==> src/rtl/core/grol_pkg.sv <==
// ----------------------------------------------------------------------------
// grol_pkg: shared types and constants of the gyro rate conditioner
// Field widths, rate constants, register indexes, controller states and the
// command and status bundles between controller and datapath.
// ----------------------------------------------------------------------------
package grol_pkg;

	localparam int SAMPLE_W = 16;
	localparam int RATE_W   = 24;
	localparam int BIAS_W   = 24;
	localparam int SUM_W    = 26;
	localparam int SEEN_W   = 11;
	localparam int RANGE_W  = 2;
	localparam int GAIN_W   = 17;
	localparam int COUNT_W  = 11;
	localparam int ADDR_W   = 2;
	localparam int DATA_W   = 17;
	localparam int RPL_W    = 23;

	// quotient bits of |sum*256| + n/2
	localparam int DIV_STEPS = 35;
	localparam int STEP_W    = $clog2(DIV_STEPS);

	localparam logic [GAIN_W-1:0]  GAIN_ONE    = 17'd65536;
	localparam logic [COUNT_W-1:0] COUNT_RESET = 11'd64;

	// rad/s per lsb, unsigned with 32 fraction bits
	localparam logic [RPL_W-1:0] RPL_250  = 23'd655912;
	localparam logic [RPL_W-1:0] RPL_500  = 23'd1311823;
	localparam logic [RPL_W-1:0] RPL_2000 = 23'd5247293;

	localparam logic [RANGE_W-1:0] RANGE_250  = 2'd0;
	localparam logic [RANGE_W-1:0] RANGE_500  = 2'd1;

	localparam logic [ADDR_W-1:0] CFG_RANGE = 2'd0;
	localparam logic [ADDR_W-1:0] CFG_GAIN  = 2'd1;
	localparam logic [ADDR_W-1:0] CFG_COUNT = 2'd2;

	typedef enum logic [3:0] {
		ST_IDLE,
		ST_FILT_MUL,
		ST_FILT_ERR,
		ST_FILT_MUL2,
		ST_FILT_UPD,
		ST_CAL_ACC,
		ST_CAL_CHK,
		ST_DIV_LOAD,
		ST_DIV_STEP,
		ST_DIV_STORE,
		ST_RESULT
	} grol_state_t;

	typedef struct packed {
		logic       capture;
		logic       filt_mul;
		logic       filt_err;
		logic       filt_mul2;
		logic       filt_upd;
		logic       cal_acc;
		logic       div_load;
		logic       div_step;
		logic       div_store;
		logic       load_out;
		logic       updated;
		logic [1:0] axis;
	} grol_cmd_t;

	typedef struct packed {
		logic cal_hit;
		logic out_free;
	} grol_status_t;

	typedef struct packed {
		logic [RPL_W-1:0]  rpl;
		logic [GAIN_W-1:0] gain;
	} grol_coef_t;

	function automatic logic [RPL_W-1:0] rpl_for(input logic [RANGE_W-1:0] range_sel);
		logic [RPL_W-1:0] r;
		case (range_sel)
			RANGE_250: r = RPL_250;
			RANGE_500: r = RPL_500;
			default:   r = RPL_2000;
		endcase
		return r;
	endfunction

endpackage

==> src/rtl/core/grol_in_if.sv <==
// ----------------------------------------------------------------------------
// grol_in_if: sample channel
// One three-axis raw sample and its mode bit per item.
// ----------------------------------------------------------------------------
interface grol_in_if import grol_pkg::*; ();
	logic                       valid;
	logic                       ready;
	logic                       mode;
	logic signed [SAMPLE_W-1:0] sample_x;
	logic signed [SAMPLE_W-1:0] sample_y;
	logic signed [SAMPLE_W-1:0] sample_z;

	modport source (output valid, mode, sample_x, sample_y, sample_z, input ready);
	modport sink   (input valid, mode, sample_x, sample_y, sample_z, output ready);
endinterface

==> src/rtl/core/grol_out_if.sv <==
// ----------------------------------------------------------------------------
// grol_out_if: result channel
// Filtered three-axis rate and the offset load flag per item.
// ----------------------------------------------------------------------------
interface grol_out_if import grol_pkg::*; ();
	logic                     valid;
	logic                     ready;
	logic signed [RATE_W-1:0] rate_x;
	logic signed [RATE_W-1:0] rate_y;
	logic signed [RATE_W-1:0] rate_z;
	logic                     offset_updated;

	modport source (output valid, rate_x, rate_y, rate_z, offset_updated, input ready);
	modport sink   (input valid, rate_x, rate_y, rate_z, offset_updated, output ready);
endinterface

==> src/rtl/core/grol_cfg_if.sv <==
// ----------------------------------------------------------------------------
// grol_cfg_if: register write channel
// Register index and write data per write.
// ----------------------------------------------------------------------------
interface grol_cfg_if import grol_pkg::*; ();
	logic              valid;
	logic              ready;
	logic [ADDR_W-1:0] addr;
	logic [DATA_W-1:0] data;

	modport source (output valid, addr, data, input ready);
	modport sink   (input valid, addr, data, output ready);
endinterface

==> src/rtl/core/grol_cfg.sv <==
// ----------------------------------------------------------------------------
// grol_cfg: configuration registers
// Holds range, gain and calibration count and presents their effective
// values: rate per lsb, gain clamped to one, count clamped to its limits.
// ----------------------------------------------------------------------------
module grol_cfg import grol_pkg::*; #(
	parameter int MAX_CALIB_SAMPLES = 1024,
	parameter int NW = 11
) (
	input  logic            clk,
	input  logic            arst_n,
	grol_cfg_if.sink        cfg,
	output grol_coef_t      coef,
	output logic [NW-1:0]   calib_n
);
	localparam int CW = (NW > COUNT_W) ? NW : COUNT_W;

	logic [RANGE_W-1:0] range_q;
	logic [GAIN_W-1:0]  gain_q;
	logic [COUNT_W-1:0] count_q;
	logic [CW-1:0]      count_ext;
	logic [CW-1:0]      n_ext;

	assign cfg.ready = 1'b1;

	always_ff @(posedge clk or negedge arst_n) begin
		if (!arst_n) begin
			range_q <= RANGE_250;
			gain_q  <= GAIN_ONE;
			count_q <= COUNT_RESET;
		end else if (cfg.valid) begin
			case (cfg.addr)
				CFG_RANGE: range_q <= cfg.data[RANGE_W-1:0];
				CFG_GAIN:  gain_q  <= cfg.data[GAIN_W-1:0];
				CFG_COUNT: count_q <= cfg.data[COUNT_W-1:0];
				default: ;
			endcase
		end
	end

	always_comb begin
		count_ext = CW'(count_q);
		if (count_ext == '0) begin
			n_ext = CW'(1);
		end else if (count_ext > CW'(MAX_CALIB_SAMPLES)) begin
			n_ext = CW'(MAX_CALIB_SAMPLES);
		end else begin
			n_ext = count_ext;
		end
	end

	assign calib_n   = n_ext[NW-1:0];
	assign coef.rpl  = rpl_for(range_q);
	assign coef.gain = (gain_q > GAIN_ONE) ? GAIN_ONE : gain_q;

endmodule

==> src/rtl/core/grol_ctrl.sv <==
// ----------------------------------------------------------------------------
// grol_ctrl: sequencing controller
// Walks the axes through the filter steps or the calibration sum and the
// per-axis offset division, then hands the result to the output register.
// ----------------------------------------------------------------------------
module grol_ctrl import grol_pkg::*; (
	input  logic         clk,
	input  logic         arst_n,
	input  logic         in_valid,
	input  logic         in_mode,
	output logic         in_ready,
	input  grol_status_t status,
	output grol_cmd_t    cmd
);
	grol_state_t       state_q;
	grol_state_t       state_nxt;
	logic [1:0]        axis_q;
	logic [STEP_W-1:0] step_q;
	logic              upd_q;
	logic              last_axis;
	logic              last_step;

	assign last_axis = (axis_q == 2'd2);
	assign last_step = (step_q == STEP_W'(DIV_STEPS - 1));

	always_comb begin
		state_nxt = state_q;
		case (state_q)
			ST_IDLE: begin
				if (in_valid) begin
					state_nxt = in_mode ? ST_CAL_ACC : ST_FILT_MUL;
				end
			end
			ST_FILT_MUL:  state_nxt = ST_FILT_ERR;
			ST_FILT_ERR:  state_nxt = ST_FILT_MUL2;
			ST_FILT_MUL2: state_nxt = ST_FILT_UPD;
			ST_FILT_UPD:  state_nxt = last_axis ? ST_RESULT : ST_FILT_MUL;
			ST_CAL_ACC:   state_nxt = ST_CAL_CHK;
			ST_CAL_CHK:   state_nxt = status.cal_hit ? ST_DIV_LOAD : ST_RESULT;
			ST_DIV_LOAD:  state_nxt = ST_DIV_STEP;
			ST_DIV_STEP: begin
				if (last_step) begin
					state_nxt = ST_DIV_STORE;
				end
			end
			ST_DIV_STORE: state_nxt = last_axis ? ST_RESULT : ST_DIV_LOAD;
			ST_RESULT: begin
				if (status.out_free) begin
					state_nxt = ST_IDLE;
				end
			end
			default: state_nxt = ST_IDLE;
		endcase
	end

	always_ff @(posedge clk or negedge arst_n) begin
		if (!arst_n) begin
			state_q <= ST_IDLE;
			axis_q  <= '0;
			step_q  <= '0;
			upd_q   <= 1'b0;
		end else begin
			state_q <= state_nxt;
			case (state_q)
				ST_IDLE: begin
					axis_q <= '0;
					upd_q  <= 1'b0;
				end
				ST_FILT_UPD,
				ST_DIV_STORE: begin
					axis_q <= axis_q + 2'd1;
				end
				ST_CAL_CHK: begin
					upd_q <= status.cal_hit;
				end
				ST_DIV_LOAD: begin
					step_q <= '0;
				end
				ST_DIV_STEP: begin
					step_q <= step_q + STEP_W'(1);
				end
				default: ;
			endcase
		end
	end

	always_comb begin
		cmd           = '0;
		cmd.axis      = axis_q;
		cmd.updated   = upd_q;
		in_ready      = 1'b0;
		case (state_q)
			ST_IDLE: begin
				in_ready    = 1'b1;
				cmd.capture = in_valid;
			end
			ST_FILT_MUL:  cmd.filt_mul  = 1'b1;
			ST_FILT_ERR:  cmd.filt_err  = 1'b1;
			ST_FILT_MUL2: cmd.filt_mul2 = 1'b1;
			ST_FILT_UPD:  cmd.filt_upd  = 1'b1;
			ST_CAL_ACC:   cmd.cal_acc   = 1'b1;
			ST_DIV_LOAD:  cmd.div_load  = 1'b1;
			ST_DIV_STEP:  cmd.div_step  = 1'b1;
			ST_DIV_STORE: cmd.div_store = 1'b1;
			ST_RESULT:    cmd.load_out  = status.out_free;
			default: ;
		endcase
	end

endmodule

==> src/rtl/core/grol_dp.sv <==
// ----------------------------------------------------------------------------
// grol_dp: arithmetic datapath
// Offset subtract and scale multiplier, low-pass multiplier with saturation,
// calibration sums and a restoring divider for the offsets, output register.
// ----------------------------------------------------------------------------
module grol_dp import grol_pkg::*; #(
	parameter int NW = 11
) (
	input  logic                       clk,
	input  logic                       arst_n,
	input  grol_cmd_t                  cmd,
	output grol_status_t               status,
	input  logic signed [SAMPLE_W-1:0] sample_x,
	input  logic signed [SAMPLE_W-1:0] sample_y,
	input  logic signed [SAMPLE_W-1:0] sample_z,
	input  grol_coef_t                 coef,
	input  logic [NW-1:0]              calib_n,
	grol_out_if.source                 rate
);
	localparam int CW = (NW > COUNT_W) ? NW : COUNT_W;
	localparam int P1_W = 49;
	localparam int ERR_W = 26;
	localparam int P2_W = 44;
	localparam int STEP_BITS = 28;
	localparam int ACC_W = 29;

	logic signed [SAMPLE_W-1:0] samp_q [3];
	logic signed [RATE_W-1:0]   filt_q [3];
	logic signed [BIAS_W-1:0]   bias_q [3];
	logic signed [SUM_W-1:0]    sum_q  [3];
	logic [SEEN_W-1:0]          seen_q;
	logic                       hit_q;

	logic signed [P1_W-1:0]  prod1_q;
	logic signed [ERR_W-1:0] err_q;
	logic signed [P2_W-1:0]  prod2_q;
	logic [DIV_STEPS-1:0]    quo_q;
	logic [NW-1:0]           rem_q;
	logic                    neg_q;

	logic signed [RATE_W-1:0] out_x_q;
	logic signed [RATE_W-1:0] out_y_q;
	logic signed [RATE_W-1:0] out_z_q;
	logic                     out_upd_q;
	logic                     out_valid_q;

	logic signed [SAMPLE_W-1:0]  samp_sel;
	logic signed [RATE_W-1:0]    filt_sel;
	logic signed [BIAS_W-1:0]    bias_sel;
	logic signed [SUM_W-1:0]     sum_sel;
	logic signed [24:0]          diff;
	logic signed [23:0]          rpl_s;
	logic signed [P1_W-1:0]      p1_rnd;
	logic signed [24:0]          scaled;
	logic signed [17:0]          gain_s;
	logic signed [P2_W-1:0]      p2_rnd;
	logic signed [STEP_BITS-1:0] step;
	logic signed [ACC_W-1:0]     acc;
	logic signed [RATE_W-1:0]    filt_new;
	logic [SEEN_W-1:0]           seen_inc;
	logic [33:0]                 num;
	logic [33:0]                 mag;
	logic [NW:0]                 trial;
	logic                        q_bit;
	logic [BIAS_W-1:0]           q_low;

	assign samp_sel = samp_q[cmd.axis];
	assign filt_sel = filt_q[cmd.axis];
	assign bias_sel = bias_q[cmd.axis];
	assign sum_sel  = sum_q[cmd.axis];

	// filter arithmetic
	assign diff   = {samp_sel[SAMPLE_W-1], samp_sel, 8'h00} - {bias_sel[BIAS_W-1], bias_sel};
	assign rpl_s  = {1'b0, coef.rpl};
	assign p1_rnd = prod1_q + P1_W'(64'sd8388608);
	assign scaled = p1_rnd[P1_W-1:24];
	assign gain_s = {1'b0, coef.gain};
	assign p2_rnd = prod2_q + P2_W'(64'sd32768);
	assign step   = p2_rnd[P2_W-1:16];
	assign acc    = step + $signed({{(ACC_W-RATE_W){filt_sel[RATE_W-1]}}, filt_sel});

	always_comb begin
		if (acc[ACC_W-1:RATE_W-1] == '0 || acc[ACC_W-1:RATE_W-1] == '1) begin
			filt_new = acc[RATE_W-1:0];
		end else if (acc[ACC_W-1]) begin
			filt_new = {1'b1, {(RATE_W-1){1'b0}}};
		end else begin
			filt_new = {1'b0, {(RATE_W-1){1'b1}}};
		end
	end

	// calibration arithmetic
	assign seen_inc = seen_q + SEEN_W'(1);
	assign num      = {sum_sel, 8'h00};
	assign mag      = sum_sel[SUM_W-1] ? (34'd0 - num) : num;
	assign trial    = {rem_q, quo_q[DIV_STEPS-1]};
	assign q_bit    = (trial >= {1'b0, calib_n});
	assign q_low    = quo_q[BIAS_W-1:0];

	always_ff @(posedge clk or negedge arst_n) begin
		if (!arst_n) begin
			for (int i = 0; i < 3; i++) begin
				filt_q[i] <= '0;
				bias_q[i] <= '0;
				sum_q[i]  <= '0;
			end
			seen_q <= '0;
			hit_q  <= 1'b0;
		end else begin
			if (cmd.filt_upd) begin
				filt_q[cmd.axis] <= filt_new;
			end
			if (cmd.cal_acc) begin
				for (int i = 0; i < 3; i++) begin
					sum_q[i] <= sum_q[i] + SUM_W'(samp_q[i]);
				end
				// offsets load once the count is reached or passed
				if (CW'(seen_inc) >= CW'(calib_n)) begin
					seen_q <= '0;
					hit_q  <= 1'b1;
				end else begin
					seen_q <= seen_inc;
					hit_q  <= 1'b0;
				end
			end
			if (cmd.div_store) begin
				bias_q[cmd.axis] <= neg_q ? $signed(BIAS_W'(0) - q_low) : $signed(q_low);
				sum_q[cmd.axis]  <= '0;
			end
		end
	end

	always_ff @(posedge clk) begin
		if (cmd.capture) begin
			samp_q[0] <= sample_x;
			samp_q[1] <= sample_y;
			samp_q[2] <= sample_z;
		end
		if (cmd.filt_mul) begin
			prod1_q <= diff * rpl_s;
		end
		if (cmd.filt_err) begin
			err_q <= {scaled[24], scaled} - {{2{filt_sel[RATE_W-1]}}, filt_sel};
		end
		if (cmd.filt_mul2) begin
			prod2_q <= err_q * gain_s;
		end
		// rounded mean: (|sum*256| + n/2) / n, one quotient bit per cycle
		if (cmd.div_load) begin
			quo_q <= {1'b0, mag} + DIV_STEPS'(calib_n >> 1);
			rem_q <= '0;
			neg_q <= sum_sel[SUM_W-1];
		end else if (cmd.div_step) begin
			rem_q <= q_bit ? NW'(trial - {1'b0, calib_n}) : trial[NW-1:0];
			quo_q <= {quo_q[DIV_STEPS-2:0], q_bit};
		end
		if (cmd.load_out) begin
			out_x_q   <= filt_q[0];
			out_y_q   <= filt_q[1];
			out_z_q   <= filt_q[2];
			out_upd_q <= cmd.updated;
		end
	end

	always_ff @(posedge clk or negedge arst_n) begin
		if (!arst_n) begin
			out_valid_q <= 1'b0;
		end else if (cmd.load_out) begin
			out_valid_q <= 1'b1;
		end else if (rate.ready) begin
			out_valid_q <= 1'b0;
		end
	end

	assign status.cal_hit  = hit_q;
	assign status.out_free = !out_valid_q || rate.ready;

	assign rate.valid          = out_valid_q;
	assign rate.rate_x         = out_x_q;
	assign rate.rate_y         = out_y_q;
	assign rate.rate_z         = out_z_q;
	assign rate.offset_updated = out_upd_q;

endmodule

==> src/rtl/core/gyro_rate_offset_lowpass.sv <==
// ----------------------------------------------------------------------------
// gyro_rate_offset_lowpass: gyro offset calibration and low-pass filter
// Three-axis rate conditioner with a controller and a shared datapath.
// ----------------------------------------------------------------------------
// samp carries one raw three-axis sample per item; mode 0 filters it, mode 1
// adds it to the calibration sums. rate returns exactly one item per sample:
// the filtered rates in rad/s (16 fraction bits) and offset_updated.
// cfg writes range_select (0), filter_gain (1) and calib_count (2); it is
// always ready. The user must write it only while the block is idle; the
// block itself does not enforce this. One sample is worked at a time. A
// filter sample passes three axes of four steps each through one scale
// multiplier and one gain multiplier. A calibration sample adds to the
// sums; when it completes a run, the restoring divider gives one quotient
// bit per cycle, 35 bits per axis, for the three axes in turn. The result
// sits in an output register, so the next sample is accepted while it
// waits; a stalled receiver holds the block only when a further result is
// ready to be written.
// Reset clears filter state, offsets, sums and count, sets the registers to
// their defaults and needs no clearing pass.
// ----------------------------------------------------------------------------
module gyro_rate_offset_lowpass import grol_pkg::*; #(
	parameter int MAX_CALIB_SAMPLES = 1024
) (
	input  logic       clk,
	input  logic       arst_n,
	grol_in_if.sink    samp,
	grol_out_if.source rate,
	grol_cfg_if.sink   cfg
);
	localparam int NW = $clog2(MAX_CALIB_SAMPLES + 1);

	grol_cmd_t    cmd;
	grol_status_t status;
	grol_coef_t   coef;
	logic [NW-1:0] calib_n;
	logic          in_ready;

	assign samp.ready = in_ready;

	grol_cfg #(
		.MAX_CALIB_SAMPLES(MAX_CALIB_SAMPLES),
		.NW(NW)
	) u_cfg (
		.clk(clk),
		.arst_n(arst_n),
		.cfg(cfg),
		.coef(coef),
		.calib_n(calib_n)
	);

	grol_ctrl u_ctrl (
		.clk(clk),
		.arst_n(arst_n),
		.in_valid(samp.valid),
		.in_mode(samp.mode),
		.in_ready(in_ready),
		.status(status),
		.cmd(cmd)
	);

	grol_dp #(
		.NW(NW)
	) u_dp (
		.clk(clk),
		.arst_n(arst_n),
		.cmd(cmd),
		.status(status),
		.sample_x(samp.sample_x),
		.sample_y(samp.sample_y),
		.sample_z(samp.sample_z),
		.coef(coef),
		.calib_n(calib_n),
		.rate(rate)
	);

endmodule
==> src/flat_wrapper.sv <==
// flat-port wrapper written by rule: the top's interface ports become plain ports
module gyro_rate_offset_lowpass_flat import grol_pkg::*;
#(
	parameter int MAX_CALIB_SAMPLES = 1024
)
  (clk, arst_n, samp_valid, samp_mode, samp_sample_x, samp_sample_y, samp_sample_z, samp_ready, rate_valid, rate_rate_x, rate_rate_y, rate_rate_z, rate_offset_updated, rate_ready, cfg_valid, cfg_addr, cfg_data, cfg_ready);
  grol_in_if samp_i ();
  grol_out_if rate_i ();
  grol_cfg_if cfg_i ();
  input  logic clk;
  input  logic arst_n;
  input wire logic [$bits(samp_i.valid)-1:0] samp_valid;
  input wire logic [$bits(samp_i.mode)-1:0] samp_mode;
  input wire logic [$bits(samp_i.sample_x)-1:0] samp_sample_x;
  input wire logic [$bits(samp_i.sample_y)-1:0] samp_sample_y;
  input wire logic [$bits(samp_i.sample_z)-1:0] samp_sample_z;
  output wire logic [$bits(samp_i.ready)-1:0] samp_ready;
  output wire logic [$bits(rate_i.valid)-1:0] rate_valid;
  output wire logic [$bits(rate_i.rate_x)-1:0] rate_rate_x;
  output wire logic [$bits(rate_i.rate_y)-1:0] rate_rate_y;
  output wire logic [$bits(rate_i.rate_z)-1:0] rate_rate_z;
  output wire logic [$bits(rate_i.offset_updated)-1:0] rate_offset_updated;
  input wire logic [$bits(rate_i.ready)-1:0] rate_ready;
  input wire logic [$bits(cfg_i.valid)-1:0] cfg_valid;
  input wire logic [$bits(cfg_i.addr)-1:0] cfg_addr;
  input wire logic [$bits(cfg_i.data)-1:0] cfg_data;
  output wire logic [$bits(cfg_i.ready)-1:0] cfg_ready;
  assign samp_i.valid = samp_valid;
  assign samp_i.mode = samp_mode;
  assign samp_i.sample_x = samp_sample_x;
  assign samp_i.sample_y = samp_sample_y;
  assign samp_i.sample_z = samp_sample_z;
  assign samp_ready = samp_i.ready;
  assign rate_valid = rate_i.valid;
  assign rate_rate_x = rate_i.rate_x;
  assign rate_rate_y = rate_i.rate_y;
  assign rate_rate_z = rate_i.rate_z;
  assign rate_offset_updated = rate_i.offset_updated;
  assign rate_i.ready = rate_ready;
  assign cfg_i.valid = cfg_valid;
  assign cfg_i.addr = cfg_addr;
  assign cfg_i.data = cfg_data;
  assign cfg_ready = cfg_i.ready;
  gyro_rate_offset_lowpass #(.MAX_CALIB_SAMPLES(MAX_CALIB_SAMPLES)) u_core (.clk(clk), .arst_n(arst_n), .samp(samp_i), .rate(rate_i), .cfg(cfg_i));
endmodule
==> config.mk <==
export PLATFORM = sky130hd
export DESIGN_NAME = gyro_rate_offset_lowpass_flat
export DESIGN_NICKNAME = d
export VERILOG_FILES = /design/src/rtl/core/grol_pkg.sv /design/src/rtl/core/grol_in_if.sv /design/src/rtl/core/grol_out_if.sv /design/src/rtl/core/grol_cfg_if.sv /design/src/rtl/core/grol_cfg.sv /design/src/rtl/core/grol_ctrl.sv /design/src/rtl/core/grol_dp.sv /design/src/rtl/core/gyro_rate_offset_lowpass.sv /design/src/flat_wrapper.sv
export SDC_FILE = /design/constraint.sdc
export NUM_CORES = 2
export LEC_CHECK = 0
export BUFFER_PORTS_ARGS = -buffer_cell sky130_fd_sc_hd__clkbuf_2
export CAP_MARGIN = 20
export CORE_ASPECT_RATIO = 0.5
export CORE_MARGIN = 10
export CORE_UTILIZATION = 55
export DETAILED_ROUTE_END_ITERATION = 12
export HOLD_SLACK_MARGIN = 0.06
export PLACE_DENSITY = 0.71
export SKIP_LAST_GASP = 1
export SLEW_MARGIN = 10
export SYNTH_ARGS = -nofsm -noshare
export SYNTH_HDL_FRONTEND = slang
export SYNTH_SLANG_ARGS = --single-unit
==> constraint.sdc <==
create_clock -name clk -period 24.5 [get_ports clk]
set_input_delay 3.675 -clock clk [delete_from_list [all_inputs] [get_ports clk]]
set_output_delay 3.675 -clock clk [all_outputs]
set_load 0.005 [all_outputs]
### Yosys cells after proc, flatten, opt, wreduce, memory -nomap -nowiden

Memories as Yosys holds them, arrays and structs flattened.
Cells that the tools add are included.

| operators by class | value |
|---|---|
| $add $sub $neg | 15 |
| $mul | 2 |
| equal/unequal tests | 19 |
| mux-type cells | 56 |
| bitwise logic cells | 3 |
| $lt $le $gt $ge | 6 |
| reductions and logical operators | 19 |

Operators with widths:

| kind | count |
|---|---|
| 24-bit two-way mux | 8 |
| 78-bit two-way mux | 2 |
| 72-bit bitwise mux | 2 |
| 24-bit binary-select mux with 2-bit select | 2 |
| 26-bit by 16-bit adder with 26-bit output | 3 |
| 78-bit AND | 1 |
| 26-bit two-way mux | 3 |
| 78-bit NOT | 1 |
| 35-bit two-way mux | 2 |
| 26-bit binary-select mux with 2-bit select | 1 |
| 26-bit demux with 2-bit select | 1 |
| 49-bit by 25-bit adder with 49-bit output, second input constant | 1 |
| 25-bit by 24-bit multiplier with 49-bit output | 1 |
| 24-bit demux with 2-bit select | 1 |
| 23-bit one-hot mux with 2 select lines | 1 |
| 44-bit by 17-bit adder with 44-bit output, second input constant | 1 |
| 26-bit by 18-bit multiplier with 44-bit output | 1 |
| 11-bit two-way mux | 4 |
| 4-bit one-hot mux with 11 select lines | 1 |
| 34-bit by 10-bit adder with 35-bit output | 1 |
| 34-bit two-way mux | 1 |
| 1-bit by 34-bit subtractor with 34-bit output, first input constant | 1 |
| 28-bit by 24-bit adder with 29-bit output | 1 |
| 25-bit by 24-bit subtractor with 26-bit output | 1 |
| other kinds (39) | 78 |

| storage, ports and cells | value |
|---|---|
| bits in registers | 517 |
| bits in writable memories | 48 |
| memories kept | 1 |
| logic and storage cells | 150 |

Memory list:

| name | depth | bits a word | read ports | clocked after memory_dff | write ports | RTL line | source |
|---|---|---|---|---|---|---|---|
| u_core.u_dp.samp_q | 3 | 16 | 4 | 0 | 3 | grol_dp.sv:27 | `logic signed [SAMPLE_W-1:0] samp_q [3];` |

### Longest topological paths before layout

| logic depth | value |
|---|---|
| word-level depth | 9 |
| gate-level depth with buffers | 49 |

### Hierarchy

From an unflattened synthesis, not the netlist that was laid out.

| second synthesis, totals | value |
|---|---|
| cell total of the unflattened synthesis | 7092 |
| area total of the unflattened synthesis | 67237.0 sq um |

Modules (own cells, without submodules):

| module | times used | cells an instance | sequential area each (sq um) | area each (sq um) |
|---|---|---|---|---|
| grol_dp | 1 | 6853 | 13247.7 | 64697.0 |
| grol_cfg | 1 | 130 | 753.2 | 1611.5 |
| grol_ctrl | 1 | 109 | 325.3 | 928.4 |

### Worst setup path before layout

OpenSTA, ideal clock, no wires.

| path | value |
|---|---|
| path type | register to register |
| from | register u_core.u_ctrl.axis_q[1] |
| to | register u_core.u_dp.prod1_q[48], data pin |
| period minus slack after synthesis | 10915 ps |
| data required time | 24236 ps |
| cell stages (with the launch flop) | 47 |
| data arrival time | 10652 ps |
| slack | 13585 ps |
| path through | dfrtp_1 > buf_6 > buf_6 > buf_6 > buf_2 > clkbuf_1 > clkbuf_1 > mux2i_1 > nor2_1 > a21oi_1 > ha_1 > nand2_1 > or4_1 > or4_1 > o2111ai_2 > and2_1 > a31o_2 > a41o_1 > [11 not listed] > inv_1 > fa_1 > inv_1 > fa_1 > inv_1 > ha_1 > o21a_1 > a21oi_1 > nand2_1 > nor3_1 > o31a_1 > a21oi_2 > o31a_2 > o211ai_1 > a31oi_2 > o2bb2ai_1 > o31ai_1 > xnor2_1 |

| on the way | value |
|---|---|
| word-level cells in the longest chain between the ends | 6 |
| elaborated cells between the ends (all ways) | 7 |
| those cells by class | 1 x add/sub; 1 x mul; 3 x mux; 1 x bitwise; 1 x memory |

RTL lines:

| element | RTL line | source |
|---|---|---|
| start: declaration | grol_ctrl.sv:17 | `logic [1:0] axis_q;` |
| start signal: assignment | grol_ctrl.sv:71 | `axis_q <= axis_q + 2'd1;` |
| 2-bit NOT with 3-bit output (implied by the code) | grol_dp.sv:69 | `assign bias_sel = bias_q[cmd.axis];` |
| 24-bit binary-select mux with 2-bit select | grol_dp.sv:69 |  |
| 24-bit two-way mux (implied by the code) (2 in a row) | grol_dp.sv:69 |  |
| 24-bit by 24-bit subtractor with 25-bit output * | grol_dp.sv:73 | `assign diff = {samp_sel[SAMPLE_W-1], samp_sel, 8'h00} - {bias_sel[BIAS_W-1], bias_sel};` |
| 25-bit by 24-bit multiplier with 49-bit output * | grol_dp.sv:140 | `prod1_q <= diff * rpl_s;` |
| end signal: assignment | grol_dp.sv:140 |  |
| end: declaration | grol_dp.sv:34 | `logic signed [P1_W-1:0] prod1_q;` |

Every way passes the cells marked *; elsewhere a longest branch is shown, timed or not. The select of a mux whose other input is x is not followed.
A chain may end at the register's enable or synchronous reset.

### Final worst setup path

Ends and elaborated chain as after synthesis.

==> results.py <==
metrics = {
    "floorplan": {
        "ios": 149,
        "start_util": 0.556,
        "die-height_um": 256,
        "rows": 86,
        "dieArea_sq_um": 126000,
        "core_sq_um": 111000,
        "die_w_um": 493,
    },
    "sta": {
        "period_share": 0.479,
        "fin_skew_ps": 20.9,
        "layout_min_cycle_time_ps": 11720,
        "slew_headroom": 0.207,
        "grt_setup_unrepaired": "no",
        "totalNegativeSetupSlack_ps": 0,
        "final_max_slew_viol_count": 0,
        "timing.fmax_ghz": 0.0853,
        "hold_viol": 0,
        "finalSetupViolations": 0,
        "fin_ws_ps": 12780,
        "max_slew.worst_pin.slew_ps": 1190,
    },
    "detailed_routing": {
        "vias_per_cell": 5.59,
        "drc_errors": 0,
        "vias": 45200,
        "antenna_left": 0,
        "routedWlPerCell_um": 20.4,
        "firstDrtPassIters": 6,
        "wl_um": 165000,
        "drtIter0Drc": 3452,
    },
    "worst_hold_path": {
        "hp-start": "u_core.u_dp.filt_q[22]",
        "min_delay_path_depth": 0,
        "hp-class": "register to register",
        "min_to": "u_core.u_dp.rate.rate_z[22]",
    },
    "worst_setup_path": {
        "crit_fanout": 49,
        "crit_family": "adder cells",
        "worstSetupPathType": "register to register",
        "rr_startpoint": "u_core.u_ctrl.axis_q[1]",
        "r2r_setup_slack_ps": 12780,
        "endpoint_kind": "register",
        "critPathSlowestCell": "nor2b_4",
        "worst-path-buf-inv": 8,
        "worst_ep_arrival_time_ps": 12070,
        "reg2regPathDepth": 40,
        "reg2reg_to": "u_core.u_dp.prod1_q[48]",
        "worstSetupStartpointType": "register",
        "cp_slowest_stage_delay_ps": 630,
        "crit_required_ps": 24850,
    },
    "layout": {
        "diodes": 0,
        "layout-drive-gt1-share": 0.0720,
        "finalNetCount": 7973,
        "layout_common_cells": "inv_1 (1285), fa_1 (833), nand2_1 (798)",
        "final_area_sq_um": 65400,
        "area_growth_pct": 6.45,
        "final_common_cell": "inv_1",
    },
    "clocking": {
        "clock_latency_ps": 630,
        "cts_tree": "yes",
        "cts_max_path_buffers": 3,
        "cts.sinks": 527,
        "postCtsSetupRepairBufs": 0,
        "clockRootBuffer": "clkbuf_16",
        "cts_resized": 0,
        "cts_hold_buf": 0,
        "clk_pin_slew_ps": 70,
        "htreeDepth": 2,
        "cts-buffers-inserted": 52,
    },
    "global_route": {
        "grt_max_degree": 153,
        "antenna_found_initial": 0,
        "grt_pass1_vias": 48100,
        "grt_pass1_wl_um": 267000,
        "track_usage": 0.262,
        "grt_overflow_total": 0,
    },
    "synthesis": {
        "yosysSeqAreaShare": 0.233,
        "synth-edff-count": 238,
        "yosysWarnings": 0,
        "async_flop_share": 0.528,
        "synthesis.area_sq_um": 61400,
        "ys_types": 95,
        "synth-seq-cells": 527,
        "syn_area_per_cell_sq_um": 9.43,
        "synth_cells": 6512,
        "ys.flop_type": "dfrtp_1",
    },
    "placement": {
        "dp_hpwl_um": 134000,
        "gp_congestion": 0.967,
        "port_buffers": 147,
        "pre_cts_ws_ps": 12860,
        "placed_area_sq_um": 63600,
    },
    "power": {
        "pwr-share-seq": 0.145,
        "power.density_nw_per_um2": 149,
        "switchingPower_mw": 4.68,
        "total_power_mw": 9.77,
        "peakVddDrop_uv": 209,
        "p_clk_frac": 0.086,
        "p_comb_frac": 0.769,
        "switching_share": 0.479,
        "power.leakage_nw": 32.0,
        "p_int_mw": 5.10,
    },
    "outcome": {
        "outcome": "completed",
    },
    "job": {
        "cap_violations": 0,
    },
}
==> routing by layer <==
metal  global-route usage  routed length [um]
met1                0.354               69600
met2                0.428               76100
met3               0.0387               12000
met4               0.0995                7280
met5                    0                   0
==> power by group through the flow <==
stage	combinational, mW	clock [mW]	sequential (mW)
after floorplan	5.63	0	1.42
after global placement	7.22	0	1.43
after detailed placement	7.38	0	1.43
after CTS	7.54	0.853	1.42
after global routing	8.63	0.888	1.42
final	7.52	0.838	1.42
==> metrics by stage <==
| stage | instances | utilization | hold slack, ps |
|---|---|---|---|
| after global placement | 7997 | 0.576 | 449 |
| after CTS | 8095 | 0.592 | 478 |
| after global routing | 8096 | 0.592 | 488 |
| after detailed placement | 7997 | 0.576 | 463 |
| after floorplan | 6513 | - | 443 |
| final | 8096 | 0.592 | 476 |
==> Yosys cell counts (all sizes together) (51+ instances only) <==
library cell,n,area [sq um]
edfxtp,238,7150
a21o,74,556
nor2,372,1400
fa,833,16700
nand2,818,3210
dfrtp,276,6910
a21oi,353,2010
nand3,69,345
ha,511,6390
inv,1286,4830
o21ai,239,1200
xnor2,230,2060
clkbuf,168,631
xor2,117,1020
nor2b,51,322
mux2i,100,1000
and2,172,1080
==> how the worst max path moves through the flow <==
stage / startpoint / endpoint / slack [ps] / cells after the start
2_1_floorplan: u_core.u_ctrl.axis_q[1] / u_core.u_dp.prod1_q[48] / 13580 / 46
3_3_place_gp: u_core.u_ctrl.axis_q[1] / u_core.u_dp.prod1_q[48] / 13120 / 40
3_5_place_dp: u_core.u_ctrl.axis_q[1] / u_core.u_dp.prod1_q[48] / 12860 / 40
4_1_cts: u_core.u_ctrl.axis_q[1] / u_core.u_dp.prod1_q[48] / 12820 / 40
5_1_grt: u_core.u_ctrl.axis_q[1] / u_core.u_dp.prod1_q[48] / 12260 / 38
6_report: u_core.u_ctrl.axis_q[1] / u_core.u_dp.prod1_q[48] / 12780 / 40
==> cells by family (layout without fill, tap and decap cells) <==
group / after synthesis / after routing / synth area share
AO/OA/AOI/OAI: 934 / 934 / 0.0967
XOR/XNOR: 347 / 347 / 0.0502
adder cells (fa/ha/maj): 1344 / 1344 / 0.376
buffers and inverters: 1495 / 1582 / 0.0932
flip-flops: 527 / 527 / 0.233
multiplexers: 133 / 133 / 0.0223
other: 2 / 3 / 0.000122
AND/OR/NAND/NOR: 1730 / 1730 / 0.129
==> registers in the layout, indices dropped and copies added, names as in the netlist, 17 cells and up <==
name                     count
u_core.u_cfg.gain_q         17
u_core.u_dp.bias_q          72
u_core.u_dp.err_q           26
u_core.u_dp.filt_q          72
u_core.u_dp.prod1_q         26
u_core.u_dp.prod2_q         29
u_core.u_dp.quo_q           35
u_core.u_dp.rate.rate_x     24
u_core.u_dp.rate.rate_y     24
u_core.u_dp.rate.rate_z     24
u_core.u_dp.samp_q          48
u_core.u_dp.sum_q           78
==> final cells by class <==
type	count	area, sq um
flip-flops and latches	527	14300
clock inverters	27	287
clock buffers	71	1480
inverters	1288	4830
multi-input cells	4491	41500
fillers	9366	45100
well taps	1496	1870
repair buffers	196	1130
Note: power is estimated with default switching activity, not from simulation.
